[src/rtl/lphm_pkg.sv]
// lphm_pkg: types, constants and state codes for the linear-probe hash map.
// Used by lphm_ctrl, lphm_dp and the top level under rtl/.
package lphm_pkg;

  localparam int SlotCountDefault = 64;
  localparam int KeyBytesMaxDefault = 31;
  localparam logic [31:0] Djb2Start = 32'd5381;
  localparam logic [6:0] FillLimitReset = 7'd44;
  localparam int KeyWidth = 248;

  typedef enum logic [2:0] {
    ST_UPDATED  = 3'd0,
    ST_INSERTED = 3'd1,
    ST_FULL     = 3'd2,
    ST_FOUND    = 3'd3,
    ST_MISSING  = 3'd4
  } status_t;

  typedef struct packed {
    logic        operation;
    logic [63:0] key_word_0;
    logic [63:0] key_word_1;
    logic [63:0] key_word_2;
    logic [55:0] key_word_3;
    logic [4:0]  key_length;
    logic signed [31:0] new_value;
  } in_item_t;

  typedef struct packed {
    logic [2:0]         status;
    logic signed [31:0] found_value;
  } out_item_t;

  typedef enum logic [5:0] {
    S_IDLE  = 6'b000001,
    S_HASH  = 6'b000010,
    S_READ  = 6'b000100,
    S_CHECK = 6'b001000,
    S_WRITE = 6'b010000,
    S_DONE  = 6'b100000
  } fsm_t;

  typedef struct packed {
    logic load;       // capture item, start hash
    logic hash_step;  // fold one byte
    logic home;       // probe index <- hash
    logic rd;         // issue slot read
    logic advance;    // next slot
    logic wr_value;   // write value only
    logic wr_insert;  // write whole entry
    logic emit;       // present result
  } cmd_t;

  typedef struct packed {
    logic    hash_done;
    logic    slot_valid;
    logic    slot_match;
    logic    lap_done;
    logic    is_get;
    logic    room;
  } sts_t;

endpackage

[src/rtl/lphm_ctrl.sv]
// lphm_ctrl: sequencer for hash, probe and write-back.
// Depends on lphm_pkg.
module lphm_ctrl import lphm_pkg::*; (
  input  logic clk,
  input  logic rst_n,
  input  logic start,
  input  sts_t sts,
  output cmd_t cmd,
  output logic busy
);
  fsm_t state_r, state_nxt;

  always_ff @(posedge clk) begin
    if (!rst_n) state_r <= S_IDLE;
    else state_r <= state_nxt;
  end

  assign busy = (state_r != S_IDLE);

  always_comb begin
    state_nxt = state_r;
    cmd = '0;
    unique case (state_r)
      S_IDLE: begin
        if (start) begin
          cmd.load = 1'b1;
          state_nxt = S_HASH;
        end
      end
      S_HASH: begin
        if (sts.hash_done) begin
          cmd.home = 1'b1;
          state_nxt = S_READ;
        end else begin
          cmd.hash_step = 1'b1;
        end
      end
      S_READ: begin
        cmd.rd = 1'b1;
        state_nxt = S_CHECK;
      end
      S_CHECK: begin
        if (!sts.slot_valid) begin
          if (!sts.is_get && sts.room) begin
            cmd.wr_insert = 1'b1;
          end
          state_nxt = S_DONE;
        end else if (sts.slot_match) begin
          if (!sts.is_get) cmd.wr_value = 1'b1;
          state_nxt = S_DONE;
        end else if (sts.lap_done) begin
          state_nxt = S_DONE;
        end else begin
          cmd.advance = 1'b1;
          state_nxt = S_READ;
        end
      end
      S_WRITE: state_nxt = S_DONE;
      S_DONE: begin
        cmd.emit = 1'b1;
        state_nxt = S_IDLE;
      end
      default: state_nxt = S_IDLE;
    endcase
  end
endmodule

[config.mk]
export PLATFORM = sky130hd
export DESIGN_NAME = lphm_ctrl
export DESIGN_NICKNAME = d
export VERILOG_FILES = /design/src/rtl/lphm_pkg.sv /design/src/rtl/lphm_ctrl.sv
export SDC_FILE = /design/constraint.sdc
export NUM_CORES = 1
export LEC_CHECK = 0
export ABC_AREA = 1
export CORE_AREA = 5 5 42 44
export CTS_BUF_LIST = sky130_fd_sc_hd__clkbuf_4
export DETAILED_ROUTE_END_ITERATION = 7
export DIE_AREA = 0 0 47 49
export DONT_BUFFER_PORTS = 1
export GPL_ROUTABILITY_DRIVEN = 0
export HOLD_SLACK_MARGIN = 0.1
export PLACE_DENSITY_LB_ADDON = 0.05
export SLEW_MARGIN = 15
export SYNTH_ARGS = -nofsm -noshare
export SYNTH_HDL_FRONTEND = slang
export SYNTH_SLANG_ARGS = --single-unit
[constraint.sdc]
create_clock -name clk -period 2.3 [get_ports clk]
set_input_delay 0.115 -clock clk [delete_from_list [all_inputs] [get_ports clk]]
set_output_delay 0.115 -clock clk [all_outputs]
set_load 0.005 [all_outputs]
======== After elaboration in Yosys (flattened, before gate mapping) ========
Cells that the tools add are included.
storage, ports and cells
  register bits after elaboration ......... 6
  bits in latches ......................... 0
  bits in writable memories ............... 0
  memory bits (read-only) ................. 0
  bits of input ports ..................... 9
  word-level logic and storage cells ...... 34
  memories kept ........................... 0
cells by class
  add/subtract/negate cells ............... 0
  multipliers ............................. 0
  divide/modulo/power cells ............... 0
  magnitude comparators ................... 0
  equality and inequality tests ........... 9
  shift operators ......................... 0
  multiplexer cells ....................... 21
  bitwise gates (word level) .............. 0
  reductions and logical operators ........ 3
operator list
  cell                                                                    number
  6-bit 2-to-1 mux                                                        5
  6-bit case mux with 5 select lines                                      1
  1-bit 2-to-1 mux                                                        12
  6-bit by 1-bit equality test with 1-bit output (second input constant)  1
  6-bit by 2-bit equality test with 1-bit output (second input constant)  1
  6-bit by 3-bit equality test with 1-bit output (second input constant)  1
  6-bit by 4-bit equality test with 1-bit output (second input constant)  1
  6-bit by 5-bit equality test with 1-bit output (second input constant)  1
  6-bit equality test (second input constant)                             1
  6-bit by 1-bit != test with 1-bit output (second input constant)        1
  2-bit 2-to-1 mux                                                        2
  2-bit != test (second input constant)                                   2
  3-bit 2-to-1 mux                                                        1
  2-bit AND reduction                                                     1
  1-bit logical AND                                                       1
  1-bit logical NOT                                                       1

======== Depth between registers and ports, before layout ========
  depth in word-level cells ............... 5
  gate-level depth with buffers ........... 7
  gate-level depth less buffers ........... 7

======== Worst setup path before layout ========
OpenSTA, ideal clock, no wires.
  path kind ............................... reg2out
  start ................................... register state_r[0]
  end ..................................... output cmd[1] (netlist bit)
  arrival ................................. 0.818 ns
  slack ................................... 1.367 ns
  stages on the path, launching flop included .. 6
  buffers on the path ..................... 0
  path through ............................ dfxtp_1 -> nor2_2 -> nand2_2 -> nor2_4 -> inv_2 -> nor4_2
RTL lines
  element                 line             text
  from (decl)             lphm_ctrl.sv:11  fsm_t state_r, state_nxt;
  from (signal assigned)  lphm_ctrl.sv:15  else state_r <= state_nxt;
  to (decl)               lphm_ctrl.sv:8   output cmd_t cmd,

======== Worst setup path in the final report ========
  start ................................... input sts[3] (netlist bit)
  end ..................................... register state_r[5]
between the ends
  cells in the longest elaborated chain, start to end .. 3
RTL lines
  element                             line             text
  from (decl)                         lphm_ctrl.sv:7   input sts_t sts,
  6-bit 2-to-1 mux                    lphm_ctrl.sv:48  end else if (sts.slot_match) begin
  6-bit 2-to-1 mux                    lphm_ctrl.sv:43  if (!sts.slot_valid) begin
  6-bit case mux with 5 select lines  lphm_ctrl.sv:23  unique case (state_r)
Every way passes these cells.
A chain may end at the register's enable or synchronous reset.

==> results.py <==
metrics = {
    "run_status": {
        "status": "finished, final reports clean",
    },
    "sta": {
        "rsz0062_at_grt": "false",
        "holdWs_ns": 0.129,
        "hold_viol_final": 0,
        "slew_headroom_pct": 83.1,
        "fmax_mhz": 727,
        "fin_skew_ns": 0.000503,
        "drv_slew": 0,
        "fin_crit_sh_pct": 59.8,
        "fin_tns_setup_ns": 0,
        "setup_viol_count_final": 0,
        "worst_pin_slew_ns": 0.251,
        "fin_crit_ns": 1.38,
    },
    "cts": {
        "cts_tree": "built",
        "cts_root_buf": "clkbuf_4",
        "cts.reportedPaths.clkPinSlew_ns": 0.04,
        "cts_sinks": 5,
        "h-tree-depth": 1,
        "clk_latency_ns": 0.24,
        "ctsResizeCount": 0,
        "clk_path_buf_depth": 2,
        "numCtsBuffers": 3,
    },
    "worst_setup_path": {
        "reg2reg_depth": 6,
        "worstSetupPathType": "in2reg",
        "worstPathArrival_ns": 1.50,
        "worstSetupStartpointType": "input port",
        "critical_path_peak_fanout": 2,
        "rrSetupSlack_ns": 1.26,
        "r2r-end": "state_r[2]",
        "crit_required_ns": 2.43,
        "worstSetupEndpointType": "flip-flop",
        "r2r_start": "state_r[2]",
    },
    "grt": {
        "overflow": 0,
        "antenna_found_initial": 0,
        "grt_pass1_wl_um": 1370,
        "grt_max_degree": 7,
        "grt_pass1_vias": 363,
        "grtUsageTotal_pct": 8.52,
    },
    "synth": {
        "syn_area_um2": 345,
        "synth.ff_latch_count": 5,
        "synth-seq-area-share_pct": 29.0,
        "synthTopCellsByArea": "dfxtp_1 (29%), inv_1 (16%), nand2_2 (7.2%), nor4_2 (7.2%), nor2_1 (6.5%)",
        "synth_top_area_cell": "dfxtp_1",
        "synth.distinct_cells": 15,
        "synth_cells": 53,
        "syn_area_per_cell_um2": 6.52,
        "synth_warnings": 0,
        "syn_nets": 62,
        "synth_top_area_share_pct": 29.0,
    },
    "power": {
        "irDropWorstVdd_uv": 182,
        "power.density_nw_per_um2": 584,
        "leakagePower_nw": 0.237,
        "design_power_total_uw": 254,
    },
    "final_layout": {
        "regMostFlops": "state_r",
        "nets": 71,
        "reg_top3": "state_r x5",
        "layout.cells.most_common": "inv_1",
        "largest_reg_flops": 5,
        "antenna_cells": 0,
        "drive_gt1_share_pct": 27.9,
        "mostFrequentLayoutCells": "inv_1 (15), nor2_1 (6), dfxtp_1 (5)",
        "area_growth_pct": 26.1,
        "instances_no_fill": 77,
    },
    "die": {
        "num_rows": 14,
        "dieArea_um2": 2300,
        "die_w_um": 47,
        "initial_core_util_pct": 24.6,
        "ios": 18,
        "core-area_um2": 1400,
        "die_h_um": 49,
    },
    "routing": {
        "firstDrtPassIters": 2,
        "wl_per_cell_um": 10.7,
        "drc": 0,
        "antenna_left": 0,
        "viasPerCell": 4.38,
        "finalWirelength_um": 822,
        "drtIter0Drc": 1,
        "via_count": 337,
    },
    "hold_path": {
        "hold_path.class": "in2reg",
        "min_from": "start",
        "hold_depth": 3,
        "min_to": "state_r[0]",
    },
    "placed_design": {
        "placed_cells": 69,
        "port_buffers": 0,
        "dpl.hpwl_um": 707,
    },
    "job": {
        "cap_violations": 0,
    },
}
==> how the worst max path moves through the flow <==
stage | cells after the start | start | to | slack [ns]
after floorplan | 5 | state_r[0] | cmd[1] | 1.37
after global placement | 7 | state_r[0] | state_r[2] | 1.25
after detailed placement | 7 | state_r[0] | state_r[2] | 1.26
after CTS | 4 | sts[3] | state_r[5] | 0.94
after global routing | 4 | sts[3] | state_r[5] | 0.86
final | 4 | sts[3] | state_r[5] | 0.92
==> routing by layer <==
| metal | track usage, % | vias up | wire (µm) |
|---|---|---|---|
| met4 | 7.83 | 0 | 0 |
| li1 | - | 181 | - |
| met2 | 11.1 | 16 | 377 |
| met1 | 8.55 | 140 | 338 |
| met3 | 5.90 | 0 | 106 |
| met5 | 0 | - | 0 |
==> what timing repair did <==
item | CTS | global route
hold endpoints to repair | 5 | 0
hold buffers | 4 | 0
endpoints found under the setup margin | 0 | 0
setup buffers | 0 | 0
==> cell type report <==
class,count,area (µm²)
inverters,17,63.8
repair buffers,4,40.0
fillers,169,966
flip-flops and latches,5,100
well taps,16,20.0
clock buffers,4,30.0
multi-input cells,31,181
==> cells by family (layout without fill, tap and decap cells) <==
logic type / Yosys count / after routing / synth area share (%)
DFF: 5 / 5 / 29.0
buffers and inverters: 17 / 25 / 18.5
AOI/OAI and AO/OA: 2 / 2 / 2.90
and+or+nand+nor: 29 / 29 / 49.6
==> Yosys cell counts <==
cell type   n
dfxtp_1     5
nor2_2      3
inv_2       2
a21oi_1     1
nor3_2      1
nor4_2      2
nor2_1      6
nand3_1     4
nand4_1     3
nor2_4      1
o21ai_1     1
nand2_1     4
nor3_1      1
nand2_2     4
inv_1      15
==> critical path: stages <==
cell	delay, ns
dlygate4sd3_1	0.54
nor3_2	0.22
dlygate4sd3_1	0.58
nor3_1	0.05
==> stage by stage <==
step                      setup WS, ns  instance area (µm²)  util (%)
after floorplan                   1.37                  345         -
after global placement            1.25                  365      26.1
after detailed placement          1.26                  365      26.1
after CTS                        0.940                  435      31.1
after global routing             0.857                  435      31.1
final                            0.924                  435      31.1
==> power breakdown <==
| part | internal (mW) | switching, mW |
|---|---|---|
| clock network | 0.0774 | 0.0374 |
| logic | 0.0170 | 0.0270 |
| registers | 0.0913 | 0.00418 |
| total | 0.186 | 0.0686 |
No activity file was read; power rests on OpenSTA's default activity.
